File: src/rtl/delta_list_task_scheduler_top_defines.svh
// assertion macros for the scheduler rtl
`ifndef DELTA_LIST_TASK_SCHEDULER_TOP_DEFINES_SVH
`define DELTA_LIST_TASK_SCHEDULER_TOP_DEFINES_SVH

// checked on every edge out of reset
`define DLTS_ASSERT(lbl, prop, msg) \
  lbl: assert property (@(posedge clk) disable iff (!rst_n) prop) else $error(msg);

// checked on every edge, reset included
`define DLTS_ASSERT_ALWAYS(lbl, prop, msg) \
  lbl: assert property (@(posedge clk) prop) else $error(msg);

`endif

File: src/rtl/dlts_pkg.sv
package dlts_pkg;

  localparam int DLY_W     = 16;
  localparam int RATE_W    = 20;
  localparam int TICK_W    = 16;
  localparam int ID_W      = 8;
  localparam int PROD_W    = DLY_W + RATE_W;
  localparam int REM_W     = 10;
  localparam int DIGIT_W   = 4;
  localparam int DIV_STEPS = PROD_W / DIGIT_W;
  localparam int STEP_W    = 4;
  localparam int PEND_W    = 5;

  localparam logic [REM_W:0]      MS_PER_S  = 11'd1000;
  localparam logic [STEP_W-1:0]   DIV_LAST  = STEP_W'(DIV_STEPS - 1);
  localparam logic [RATE_W-1:0]   RATE_RST  = 20'd1000;

  typedef enum logic [1:0] {
    FN_TICK = 2'd0,
    FN_ADD  = 2'd1,
    FN_DISP = 2'd2,
    FN_NONE = 2'd3
  } func_t;

  typedef enum logic [1:0] {
    CV_IDLE,
    CV_MUL,
    CV_DIV
  } cvt_state_t;

  typedef enum logic [3:0] {
    S_IDLE,
    S_TICK,
    S_DISP,
    S_CONV,
    S_WRD,
    S_WALK,
    S_NEW,
    S_PREV,
    S_CUR
  } sched_state_t;

  typedef struct packed {
    logic              done;
    logic [TICK_W-1:0] ticks;
  } cvt_out_t;

endpackage

File: src/rtl/dlts_cvt.sv
// ms to ticks: one multiply, then long division by 1000, four quotient bits a cycle
module dlts_cvt import dlts_pkg::*; (
  input  logic              clk,
  input  logic              rst_n,
  input  logic              go,
  input  logic [DLY_W-1:0]  delay_ms,
  input  logic [RATE_W-1:0] rate_hz,
  output cvt_out_t          res
);

  cvt_state_t          state_r, state_nxt;
  logic [DLY_W-1:0]    op_r;
  logic [PROD_W-1:0]   prod_r;
  logic [REM_W-1:0]    rem_r, rem_nxt;
  logic [TICK_W-1:0]   quo_r, quo_nxt;
  logic [STEP_W-1:0]   cnt_r;
  logic                done_r;
  logic                ld_op, ld_prod, div_en, last;

  // next state
  always_comb begin
    state_nxt = state_r;
    case (state_r)
      CV_IDLE: if (go) state_nxt = CV_MUL;
      CV_MUL:  state_nxt = CV_DIV;
      CV_DIV:  if (cnt_r == DIV_LAST) state_nxt = CV_IDLE;
      default: state_nxt = CV_IDLE;
    endcase
  end

  // outputs
  always_comb begin
    ld_op   = (state_r == CV_IDLE) && go;
    ld_prod = (state_r == CV_MUL);
    div_en  = (state_r == CV_DIV);
    last    = div_en && (cnt_r == DIV_LAST);
  end

  // one digit of restoring division
  always_comb begin
    logic [REM_W:0] t;
    rem_nxt = rem_r;
    quo_nxt = quo_r;
    for (int k = 0; k < DIGIT_W; k++) begin
      t = {rem_nxt, prod_r[PROD_W-1-k]};
      if (t >= MS_PER_S) begin
        t       = t - MS_PER_S;
        quo_nxt = {quo_nxt[TICK_W-2:0], 1'b1};
      end else begin
        quo_nxt = {quo_nxt[TICK_W-2:0], 1'b0};
      end
      rem_nxt = t[REM_W-1:0];
    end
  end

  always_ff @(posedge clk) begin
    if (!rst_n) begin
      state_r <= CV_IDLE;
      done_r  <= 1'b0;
    end else begin
      state_r <= state_nxt;
      done_r  <= last;
    end
  end

  always_ff @(posedge clk) begin
    if (ld_op) op_r <= delay_ms;
    if (ld_prod) begin
      prod_r <= PROD_W'(op_r) * PROD_W'(rate_hz);
      rem_r  <= '0;
      quo_r  <= '0;
      cnt_r  <= '0;
    end else if (div_en) begin
      prod_r <= prod_r << DIGIT_W;
      rem_r  <= rem_nxt;
      quo_r  <= quo_nxt;
      cnt_r  <= cnt_r + STEP_W'(1);
    end
  end

  assign res.done  = done_r;
  assign res.ticks = quo_r;

endmodule

File: src/rtl/delta_list_task_scheduler_top.sv
// channel  | ports                                         | handshake
// ---------+-----------------------------------------------+---------------------------
// command  | in_func in_task_id in_delay_ms in_period_ms   | start, taken when !busy
// result   | out_done_res out_fired_task out_queue_full    | out_strobe, one cycle
//          | out_pending                                   |
// config   | cfg_timer_rate_hz                             | cfg_valid / cfg_ready
//
// tick: result registered out of S_TICK. dispatch without re-add: out of S_DISP.
// add: S_CONV, S_WRD, S_WALK, S_NEW, then S_PREV and/or S_CUR; the ms to ticks divider,
//   the one-entry-a-cycle walk and up to two link writes set its length, and the
//   free-slot scan (one slot a cycle) can hold the new-slot write in S_NEW.
// full-table add and unused codes answer on the cycle after start; re-add: add path.
// reset is synchronous; the slot memory needs no clearing pass.
// busy stays high for the whole operation; the result side cannot stall.
`include "delta_list_task_scheduler_top_defines.svh"

module delta_list_task_scheduler_top import dlts_pkg::*; #(
  parameter int MAX_TASKS = 16
) (
  input  logic                clk,
  input  logic                rst_n,
  // command word
  input  logic                start,
  output logic                busy,
  input  logic [1:0]          in_func,
  input  logic [ID_W-1:0]     in_task_id,
  input  logic [DLY_W-1:0]    in_delay_ms,
  input  logic [DLY_W-1:0]    in_period_ms,
  // result word
  output logic                out_strobe,
  output logic                out_done_res,
  output logic [ID_W-1:0]     out_fired_task,
  output logic                out_queue_full,
  output logic [PEND_W-1:0]   out_pending,
  // config word
  input  logic                cfg_valid,
  output logic                cfg_ready,
  input  logic [RATE_W-1:0]   cfg_timer_rate_hz
);

  localparam int SW = (MAX_TASKS > 1) ? $clog2(MAX_TASKS) : 1;
  localparam int CW = $clog2(MAX_TASKS + 1);
  localparam logic [CW-1:0] MAX_CNT = CW'(MAX_TASKS);

  // one slot of the list
  typedef struct packed {
    logic [ID_W-1:0]   tid;
    logic [DLY_W-1:0]  period;
    logic [TICK_W-1:0] delta;
    logic [SW-1:0]     link;
  } entry_t;

  // slot memory, synchronous read
  entry_t              slot_mem [MAX_TASKS];
  entry_t              rd_data_r;
  logic [SW-1:0]       rd_addr;
  logic                wr_en;
  logic [SW-1:0]       wr_addr;
  entry_t              wr_data;

  sched_state_t        state_r, state_nxt;
  logic [RATE_W-1:0]   rate_r;
  logic [SW-1:0]       head_r, head_nxt;
  logic [CW-1:0]       count_r, count_nxt;
  logic [MAX_TASKS-1:0] used_r, used_nxt;

  // operand and walk registers
  logic [ID_W-1:0]     id_r, id_nxt;
  logic [DLY_W-1:0]    per_r, per_nxt;
  logic [ID_W-1:0]     fired_r, fired_nxt;
  logic [TICK_W-1:0]   rem_r, rem_nxt;
  logic [SW-1:0]       cur_r, cur_nxt;
  logic [SW-1:0]       prev_r, prev_nxt;
  logic [CW-1:0]       i_r, i_nxt;
  entry_t              cur_word_r, cur_word_nxt;
  entry_t              prev_word_r, prev_word_nxt;
  logic                at_head_r, at_head_nxt;
  logic                at_end_r, at_end_nxt;

  // free slot search
  logic [SW-1:0]       scan_idx_r, scan_idx_nxt;
  logic [SW-1:0]       fresh_r, fresh_nxt;
  logic                found_r, found_nxt;
  logic                scan_en;

  // result word
  logic                out_strobe_r;
  logic                out_done_r;
  logic [ID_W-1:0]     out_fired_r;
  logic                out_full_r;
  logic [PEND_W-1:0]   out_pend_r;
  logic                fin, fin_done;
  logic [ID_W-1:0]     fin_fired;

  logic                accept;
  func_t               func;
  logic                walk_go;
  logic                head_due;
  logic                cvt_go;
  logic [DLY_W-1:0]    cvt_delay;
  cvt_out_t            cvt_res;

  assign busy      = (state_r != S_IDLE);
  assign accept    = start && !busy;
  assign func      = func_t'(in_func);
  assign cfg_ready = 1'b1;

  // head entry is in rd_data_r during S_TICK and S_DISP
  assign head_due = (count_r != '0) && (rd_data_r.delta == '0);
  // keep walking while entries remain and the remaining delay covers this delta
  assign walk_go  = (i_r < count_r) && (rem_r >= rd_data_r.delta);

  dlts_cvt u_cvt (
    .clk      (clk),
    .rst_n    (rst_n),
    .go       (cvt_go),
    .delay_ms (cvt_delay),
    .rate_hz  (rate_r),
    .res      (cvt_res)
  );

  // next state
  always_comb begin
    state_nxt = state_r;
    case (state_r)
      S_IDLE: begin
        if (accept) begin
          case (func)
            FN_TICK: state_nxt = S_TICK;
            FN_ADD:  state_nxt = (count_r >= MAX_CNT) ? S_IDLE : S_CONV;
            FN_DISP: state_nxt = S_DISP;
            default: state_nxt = S_IDLE;
          endcase
        end
      end
      S_TICK: state_nxt = S_IDLE;
      S_DISP: state_nxt = (head_due && rd_data_r.period != '0) ? S_CONV : S_IDLE;
      S_CONV: if (cvt_res.done) state_nxt = S_WRD;
      S_WRD:  state_nxt = S_WALK;
      S_WALK: if (!walk_go) state_nxt = S_NEW;
      S_NEW: begin
        if (found_r) begin
          if (!at_head_r)     state_nxt = S_PREV;
          else if (!at_end_r) state_nxt = S_CUR;
          else                state_nxt = S_IDLE;
        end
      end
      S_PREV: state_nxt = at_end_r ? S_IDLE : S_CUR;
      S_CUR:  state_nxt = S_IDLE;
      default: state_nxt = S_IDLE;
    endcase
  end

  // outputs and datapath
  always_comb begin
    rd_addr       = head_r;
    wr_en         = 1'b0;
    wr_addr       = head_r;
    wr_data       = rd_data_r;
    head_nxt      = head_r;
    count_nxt     = count_r;
    used_nxt      = used_r;
    id_nxt        = id_r;
    per_nxt       = per_r;
    fired_nxt     = fired_r;
    rem_nxt       = rem_r;
    cur_nxt       = cur_r;
    prev_nxt      = prev_r;
    i_nxt         = i_r;
    cur_word_nxt  = cur_word_r;
    prev_word_nxt = prev_word_r;
    at_head_nxt   = at_head_r;
    at_end_nxt    = at_end_r;
    cvt_go        = 1'b0;
    cvt_delay     = in_delay_ms;
    fin           = 1'b0;
    fin_done      = 1'b0;
    fin_fired     = '0;

    case (state_r)
      S_IDLE: begin
        // head read goes out every idle cycle, ready for tick or dispatch
        if (accept) begin
          id_nxt    = in_task_id;
          per_nxt   = in_period_ms;
          fired_nxt = '0;
          case (func)
            FN_TICK: ;
            FN_DISP: ;
            FN_ADD: begin
              if (count_r >= MAX_CNT) fin = 1'b1;
              else                    cvt_go = 1'b1;
            end
            default: fin = 1'b1;
          endcase
        end
      end
      S_TICK: begin
        fin = 1'b1;
        if (count_r != '0 && rd_data_r.delta != '0) begin
          wr_en         = 1'b1;
          wr_data.delta = rd_data_r.delta - TICK_W'(1);
        end
      end
      S_DISP: begin
        if (head_due) begin
          head_nxt         = (count_r > CW'(1)) ? rd_data_r.link : '0;
          used_nxt[head_r] = 1'b0;
          count_nxt        = count_r - CW'(1);
          fired_nxt        = rd_data_r.tid;
          if (rd_data_r.period != '0) begin
            // periodic task goes back in through the add path
            id_nxt    = rd_data_r.tid;
            per_nxt   = rd_data_r.period;
            cvt_go    = 1'b1;
            cvt_delay = rd_data_r.period;
          end else begin
            fin       = 1'b1;
            fin_done  = 1'b1;
            fin_fired = rd_data_r.tid;
          end
        end else begin
          fin = 1'b1;
        end
      end
      S_CONV: begin
        if (cvt_res.done) rem_nxt = cvt_res.ticks;
      end
      S_WRD: begin
        cur_nxt = head_r;
        i_nxt   = '0;
      end
      S_WALK: begin
        if (walk_go) begin
          rem_nxt       = rem_r - rd_data_r.delta;
          prev_nxt      = cur_r;
          prev_word_nxt = rd_data_r;
          cur_nxt       = rd_data_r.link;
          i_nxt         = i_r + CW'(1);
          rd_addr       = rd_data_r.link;
        end else begin
          cur_word_nxt = rd_data_r;
          at_head_nxt  = (i_r == '0);
          at_end_nxt   = !(i_r < count_r);
        end
      end
      S_NEW: begin
        if (found_r) begin
          wr_en            = 1'b1;
          wr_addr          = fresh_r;
          wr_data.tid      = id_r;
          wr_data.period   = per_r;
          wr_data.delta    = rem_r;
          wr_data.link     = at_end_r ? '0 : cur_r;
          used_nxt[fresh_r] = 1'b1;
          count_nxt        = count_r + CW'(1);
          if (at_head_r) head_nxt = fresh_r;
          if (at_head_r && at_end_r) begin
            fin       = 1'b1;
            fin_done  = 1'b1;
            fin_fired = fired_r;
          end
        end
      end
      S_PREV: begin
        // predecessor now points at the new slot
        wr_en        = 1'b1;
        wr_addr      = prev_r;
        wr_data      = prev_word_r;
        wr_data.link = fresh_r;
        if (at_end_r) begin
          fin       = 1'b1;
          fin_done  = 1'b1;
          fin_fired = fired_r;
        end
      end
      S_CUR: begin
        // successor keeps its absolute time
        wr_en         = 1'b1;
        wr_addr       = cur_r;
        wr_data       = cur_word_r;
        wr_data.delta = cur_word_r.delta - rem_r;
        fin           = 1'b1;
        fin_done      = 1'b1;
        fin_fired     = fired_r;
      end
      default: ;
    endcase
  end

  // lowest free slot, one slot a cycle, overlapped with the conversion
  assign scan_en = (state_r inside {S_CONV, S_WRD, S_WALK, S_NEW});

  always_comb begin
    scan_idx_nxt = scan_idx_r;
    fresh_nxt    = fresh_r;
    found_nxt    = found_r;
    if (cvt_go) begin
      scan_idx_nxt = '0;
      found_nxt    = 1'b0;
    end else if (scan_en && !found_r) begin
      if (!used_r[scan_idx_r]) begin
        found_nxt = 1'b1;
        fresh_nxt = scan_idx_r;
      end else begin
        scan_idx_nxt = scan_idx_r + SW'(1);
      end
    end
  end

  // slot memory
  always_ff @(posedge clk) begin
    if (wr_en) slot_mem[wr_addr] <= wr_data;
    rd_data_r <= slot_mem[rd_addr];
  end

  // control state
  always_ff @(posedge clk) begin
    if (!rst_n) begin
      state_r      <= S_IDLE;
      rate_r       <= RATE_RST;
      head_r       <= '0;
      count_r      <= '0;
      used_r       <= '0;
      found_r      <= 1'b0;
      out_strobe_r <= 1'b0;
    end else begin
      state_r      <= state_nxt;
      head_r       <= head_nxt;
      count_r      <= count_nxt;
      used_r       <= used_nxt;
      found_r      <= found_nxt;
      out_strobe_r <= fin;
      if (cfg_valid && cfg_ready) rate_r <= cfg_timer_rate_hz;
    end
  end

  // payload
  always_ff @(posedge clk) begin
    id_r        <= id_nxt;
    per_r       <= per_nxt;
    fired_r     <= fired_nxt;
    rem_r       <= rem_nxt;
    cur_r       <= cur_nxt;
    prev_r      <= prev_nxt;
    i_r         <= i_nxt;
    cur_word_r  <= cur_word_nxt;
    prev_word_r <= prev_word_nxt;
    at_head_r   <= at_head_nxt;
    at_end_r    <= at_end_nxt;
    scan_idx_r  <= scan_idx_nxt;
    fresh_r     <= fresh_nxt;
    if (fin) begin
      out_done_r  <= fin_done;
      out_fired_r <= fin_fired;
      out_full_r  <= (count_nxt >= MAX_CNT);
      out_pend_r  <= PEND_W'(count_nxt);
    end
  end

  assign out_strobe     = out_strobe_r;
  assign out_done_res   = out_done_r;
  assign out_fired_task = out_fired_r;
  assign out_queue_full = out_full_r;
  assign out_pending    = out_pend_r;

  // checks
  `DLTS_ASSERT(a_cnt_range, count_r <= MAX_CNT, "task count above table size")
  `DLTS_ASSERT(a_used_cnt, $countones(used_r) == int'(count_r), "used slots differ from count")
  `DLTS_ASSERT(a_new_free, (state_r == S_NEW && found_r) |-> !used_r[fresh_r], "new slot in use")
  `DLTS_ASSERT(a_cvt_wait, cvt_res.done |-> (state_r == S_CONV), "conversion done while not waiting")
  `DLTS_ASSERT(a_walk_bound, (state_r == S_WALK) |-> (i_r <= count_r), "walk ran past list end")

endmodule
File: config.mk
export PLATFORM = sky130hd
export DESIGN_NAME = delta_list_task_scheduler_top
export DESIGN_NICKNAME = d
export VERILOG_FILES = /design/src/rtl/dlts_pkg.sv /design/src/rtl/dlts_cvt.sv /design/src/rtl/delta_list_task_scheduler_top.sv
export VERILOG_INCLUDE_DIRS = /design/src /design/src/rtl
export SDC_FILE = /design/constraint.sdc
export NUM_CORES = 2
export LEC_CHECK = 0
export BUFFER_PORTS_ARGS = -buffer_cell sky130_fd_sc_hd__clkbuf_2
export CAP_MARGIN = 20
export CORE_MARGIN = 2
export CORE_UTILIZATION = 63
export DETAILED_ROUTE_END_ITERATION = 8
export PLACE_DENSITY_LB_ADDON = 0.25
export RECOVER_POWER = 25
export SYNTH_ARGS = -nofsm -noshare
export SYNTH_HDL_FRONTEND = slang
export SYNTH_SLANG_ARGS = --single-unit
File: constraint.sdc
create_clock -name clk -period 11.2 [get_ports clk]
set_input_delay 1.68 -clock clk [delete_from_list [all_inputs] [get_ports clk]]
set_output_delay 1.68 -clock clk [all_outputs]
set_load 0.02 [all_outputs]
==> flow_summary.html <==
<table>
<tr><th>Metric</th><th>Value</th></tr>
<tr><th colspan="2">Outcome</th></tr>
<tr><td>Failing checks</td><td>max-capacitance violations, max-slew violations</td></tr>
<tr><td>Status</td><td>finished with violations</td></tr>
<tr><th colspan="2">STA</th></tr>
<tr><td>Setup violations, final</td><td>0</td></tr>
<tr><td>Actual slew at the worst max-slew pin</td><td>around 3.5 ns</td></tr>
<tr><td>Fin crit period</td><td>7.38 ns</td></tr>
<tr><td>Unrepaired setup endpoints after global routing</td><td>false</td></tr>
<tr><td>Final-layout setup total negative slack</td><td>0 ns</td></tr>
<tr><td>Fraction of the cycle the final worst path needs</td><td>between 60% and 70%</td></tr>
<tr><td>Worst clock skew</td><td>about 0.020 ns</td></tr>
<tr><td>Final Slew Violations</td><td>250</td></tr>
<tr><td>Relative max-transition margin</td><td>-130%</td></tr>
<tr><td>Number of hold violations in the final report</td><td>0</td></tr>
<tr><td>F_max</td><td>around 140 MHz</td></tr>
<tr><td>Worst hold-check slack</td><td>between 0.4 and 0.5 ns</td></tr>
<tr><th colspan="2">Logic synthesis</th></tr>
<tr><td>Compound-cell area share of the yosys netlist</td><td>slightly below 8%</td></tr>
<tr><td>Number of instances in the synthesized netlist</td><td>4336</td></tr>
<tr><td>Simple logic cell fraction of the synthesized area</td><td>about 9.7%</td></tr>
<tr><td>Top area cells in the synthesized netlist</td><td>sky130_fd_sc_hd__edfxtp_1 (51%), sky130_fd_sc_hd__fa_1 (9.2%), sky130_fd_sc_hd__dfxtp_1 (4.8%)</td></tr>
<tr><td>Register area share after synthesis</td><td>a little under three fifths</td></tr>
<tr><td>Cell area after synthesis</td><td>54700 um^2</td></tr>
<tr><td>Fraction of registers with async set or reset after synthesis</td><td>0%</td></tr>
<tr><td>Number of register bits inferred by synthesis</td><td>1053</td></tr>
<tr><td>Share of the synthesized netlist area taken by xor and xnor gates</td><td>approximately 1.2%</td></tr>
<tr><td>Mux share of post-synthesis cell area</td><td>under 10%</td></tr>
<tr><td>Most numerous cell types in the synthesized netlist</td><td>sky130_fd_sc_hd__edfxtp_1 (921), sky130_fd_sc_hd__nand2_1 (622), sky130_fd_sc_hd__inv_1 (353), sky130_fd_sc_hd__fa_1 (252), sky130_fd_sc_hd__mux2i_1 (230)</td></tr>
<tr><td>Main flop type after synthesis</td><td>sky130_fd_sc_hd__edfxtp_1</td></tr>
<tr><td>Largest family of logic cells by synthesized area</td><td>adder cells</td></tr>
<tr><td>Area fraction of the dominant cell type after synthesis</td><td>50.5%</td></tr>
<tr><td>Netlist cell types</td><td>a little over 90</td></tr>
<tr><td>Count of flip-flops with a built-in enable after synthesis</td><td>a little over 900</td></tr>
<tr><td>Library cell occupying the most area in the post-synthesis netlist</td><td>sky130_fd_sc_hd__edfxtp_1</td></tr>
<tr><td>Synthesized-area fraction occupied by adder cells</td><td>between 10% and 20%</td></tr>
<tr><td>Post-synthesis net count</td><td>just under 5000</td></tr>
<tr><td>Mean area per synthesized cell</td><td>around 13 um^2</td></tr>
<tr><td>Top-count cell post-synth</td><td>sky130_fd_sc_hd__edfxtp_1</td></tr>
<tr><td>Number of warnings printed during yosys synthesis</td><td>0</td></tr>
<tr><th colspan="2">Min path</th></tr>
<tr><td>Class of the most critical hold timing path</td><td>reg -&gt; reg</td></tr>
<tr><td>Worst hold start</td><td>rd_data_r[36]$_DFF_P_</td></tr>
<tr><td>Hold-critical path depth</td><td>0</td></tr>
<tr><th colspan="2">Global route</th></tr>
<tr><td>Global-route wire length before repair</td><td>200000 um</td></tr>
<tr><td>Initial antenna violation count</td><td>2</td></tr>
<tr><td>Global-route usage over all layers</td><td>approximately 29%</td></tr>
<tr><td>Largest net degree at the start of global routing</td><td>179</td></tr>
<tr><td>Global route total overflow</td><td>0</td></tr>
<tr><td>Via count of the first global-routing pass</td><td>approximately 35000</td></tr>
<tr><th colspan="2">Detailed routing</th></tr>
<tr><td>Post-DR vias/cell</td><td>about 6.2</td></tr>
<tr><td>Drt pass-1 iters</td><td>6</td></tr>
<tr><td>Wire per inst</td><td>about 24 um</td></tr>
<tr><td>DRC marker count from the first detailed-route iteration</td><td>3721</td></tr>
<tr><td>Post-DRT Antenna Nets</td><td>0</td></tr>
<tr><td>Wirelength, routed</td><td>roughly 130000 um</td></tr>
<tr><td>Post-route DRC</td><td>0</td></tr>
<tr><td>Total via count in the routed design</td><td>about 35000</td></tr>
<tr><th colspan="2">Clock tree</th></tr>
<tr><td>CTS hold repair buffers</td><td>0</td></tr>
<tr><td>Clock Sink Count</td><td>between 1000 and 1500</td></tr>
<tr><td>Max Root-Sink Buffers</td><td>3</td></tr>
<tr><td>Insertion delay of the later-clocked pin in the worst-skew pair</td><td>roughly 0.7 ns</td></tr>
<tr><td>Number of H-tree branching levels</td><td>3</td></tr>
<tr><td>Count of cells resized by post-cts repair</td><td>0</td></tr>
<tr><td>Clock root buffer</td><td>sky130_fd_sc_hd__clkbuf_16</td></tr>
<tr><td>CTS clock-pin slew for the worst setup and hold paths</td><td>~0.060 ns</td></tr>
<tr><td>Number of clock buffers inserted by TritonCTS</td><td>between 100 and 150</td></tr>
<tr><td>Post-CTS setup-driven buffer insertion count</td><td>0</td></tr>
<tr><td>CTS tree</td><td>yes</td></tr>
<tr><th colspan="2">Worst setup path</th></tr>
<tr><td>Endpoint kind of the worst setup timing path</td><td>register</td></tr>
<tr><td>Critical path peak fanout</td><td>20</td></tr>
<tr><td>Required time of the critical path</td><td>roughly 12 ns</td></tr>
<tr><td>Arrival time at the worst endpoint</td><td>approximately 7.8 ns</td></tr>
<tr><td>Startpoint of the worst register-to-register path</td><td>u_cvt.op_r[1]$_DFFE_PP_</td></tr>
<tr><td>Launch point of the worst path</td><td>u_cvt.op_r[1]$_DFFE_PP_</td></tr>
<tr><td>Crit path launch type</td><td>register</td></tr>
<tr><td>Setup Crit Path Kind</td><td>reg -&gt; reg</td></tr>
<tr><td>Count of cells along the worst register-to-register path</td><td>19</td></tr>
<tr><th colspan="2">Floorplanning</th></tr>
<tr><td>I/O Pins</td><td>84</td></tr>
<tr><td>Initial core utilization</td><td>between 60% and 70%</td></tr>
<tr><td>Placeable Area</td><td>86500 um^2</td></tr>
<tr><td>Row count</td><td>about 110</td></tr>
<tr><td>Y dimension of the die</td><td>299 um</td></tr>
<tr><td>Die Area</td><td>89200 um^2</td></tr>
<tr><td>Floorplan die width</td><td>about 300 um</td></tr>
<tr><th colspan="2">Power</th></tr>
<tr><td>Pwr dens</td><td>185 nW/um^2</td></tr>
<tr><td>Static leakage</td><td>~24 nW</td></tr>
<tr><td>Maximum resistive drop on vdd</td><td>approximately 380 uV</td></tr>
<tr><td>Total power after layout</td><td>around 11 mW</td></tr>
<tr><th colspan="2">Finish</th></tr>
<tr><td>Filler cell count</td><td>6015</td></tr>
<tr><td>Area grow syn2layout</td><td>9.55%</td></tr>
<tr><td>Number of nets in the finished design</td><td>between 4000 and 5000</td></tr>
<tr><td>Layout cell share with drive strength beyond 1</td><td>12.6%</td></tr>
<tr><td>Total inserted antenna cells</td><td>0</td></tr>
<tr><td>Post-route non-filler standard cell count</td><td>approximately 5600</td></tr>
<tr><th colspan="2">Job</th></tr>
<tr><td>Number of max-cap violations</td><td>6</td></tr>
<tr><th colspan="2">Placement</th></tr>
<tr><td>Post-placement cell count</td><td>around 5400</td></tr>
<tr><td>Final weighted congestion in routability-driven placement</td><td>approximately 0.89</td></tr>
<tr><td>Count of port buffers added during placement</td><td>roughly 80</td></tr>
<tr><td>DP HPWL</td><td>between 80000 and 90000 um</td></tr>
</table>
==> registers in the layout (all words and copies together), names as in the netlist, 5 cells and up <==
signal / count
u_cvt.op_r: 16
u_cvt.prod_r: 36
u_cvt.rem_r: 10
used_r: 16
rate_r: 20
rem_r: 16
count_r: 5
per_r: 16
fired_r: 8
out_fired_task: 8
slot_mem: 704
id_r: 8
rd_data_r: 44
i_r: 5
u_cvt.quo_r: 16
cur_word_r: 44
prev_word_r: 40
==> power breakdown <==
group	internal (mW)	switching (mW)
Combinational	1.31	1.82
Sequential	4.36	0.0939
Clock	2.03	1.48
==> routing by layer <==
layer	GRT usage [%]	routed length, um	up-vias
met2	48.2	63600	1549
met5	0	10	-
li1	-	-	15600
met3	4.57	11000	291
met4	11.0	4660	2
met1	40.4	52800	17200
==> metrics by stage <==
stage          cell area, um^2  setup WS, ns  utilization, %
2_1_floorplan            54700          4.34               -
3_3_place_gp             56500          3.98            65.3
3_5_place_dp             56500          3.89            65.3
4_1_cts                  60000          3.87            69.3
5_1_grt                  59900          3.43            69.3
6_report                 59900          3.82            69.3
==> cell type report <==
type / instances / area, um^2 / area share, %
flip-flops and latches: 1053 / 30300 / 50.5
multi-input cells: 2710 / 22500 / 37.5
clock buffers: 150 / 3040 / 5.07
well taps: 1155 / 1450 / 2.41
inverters: 355 / 1330 / 2.22
repair buffers: 150 / 908 / 1.52
clock inverters: 42 / 438 / 0.731
==> logic make-up after synthesis <==
group	Yosys count
AO/OA/AOI/OAI	610
XOR/XNOR	71
adder cells (fa/ha/maj)	414
buffers and inverters	573
flip-flops	1053
multiplexers	456
other	1
AND/OR/NAND/NOR	1158
==> placed cells by master, fill, tap and decap left out, types with 132 or more instances in the layout <==
cell                       count
sky130_fd_sc_hd__ha_1        161
sky130_fd_sc_hd__dfxtp_1     132
sky130_fd_sc_hd__fa_1        252
sky130_fd_sc_hd__edfxtp_1    921
sky130_fd_sc_hd__inv_1       353
sky130_fd_sc_hd__nor2_1      142
sky130_fd_sc_hd__and2_1      151
sky130_fd_sc_hd__nand2_1     622
sky130_fd_sc_hd__mux2i_1     228
sky130_fd_sc_hd__mux2_2      212
sky130_fd_sc_hd__o211ai_1    197
==> final timing paths <==
| kind | slack, ns | to |
|---|---|---|
| min | 0.48 | cur_word_r[36]$_DFFE_PP_ |
| min reg2reg | 0.48 | cur_word_r[36]$_DFFE_PP_ |
| max reg2reg | 3.82 | u_cvt.prod_r[31]$_DFFE_PP_ |
| max | 3.82 | u_cvt.prod_r[31]$_DFFE_PP_ |
==> worst max-delay path: stages (launching register included) <==
cell and delay, ns:
sky130_fd_sc_hd__edfxtp_1 0.83, sky130_fd_sc_hd__nand2_1 0.18, sky130_fd_sc_hd__fa_1 0.53, sky130_fd_sc_hd__fa_1 0.58
sky130_fd_sc_hd__fa_1 0.45, sky130_fd_sc_hd__fa_1 0.55, sky130_fd_sc_hd__inv_1 0.05, sky130_fd_sc_hd__fa_1 0.49
sky130_fd_sc_hd__fa_1 0.45, sky130_fd_sc_hd__ha_1 0.38, sky130_fd_sc_hd__a21o_1 0.20, sky130_fd_sc_hd__a2111oi_0 0.51
sky130_fd_sc_hd__nor3_1 0.17, sky130_fd_sc_hd__o311ai_0 0.59, sky130_fd_sc_hd__o22ai_1 0.27, sky130_fd_sc_hd__o211ai_1 0.30
sky130_fd_sc_hd__nand2_1 0.09, sky130_fd_sc_hd__a21oi_1 0.18, sky130_fd_sc_hd__xnor2_1 0.07, sky130_fd_sc_hd__mux2_2 0.26
No activity file was read; power rests on OpenSTA's default activity.
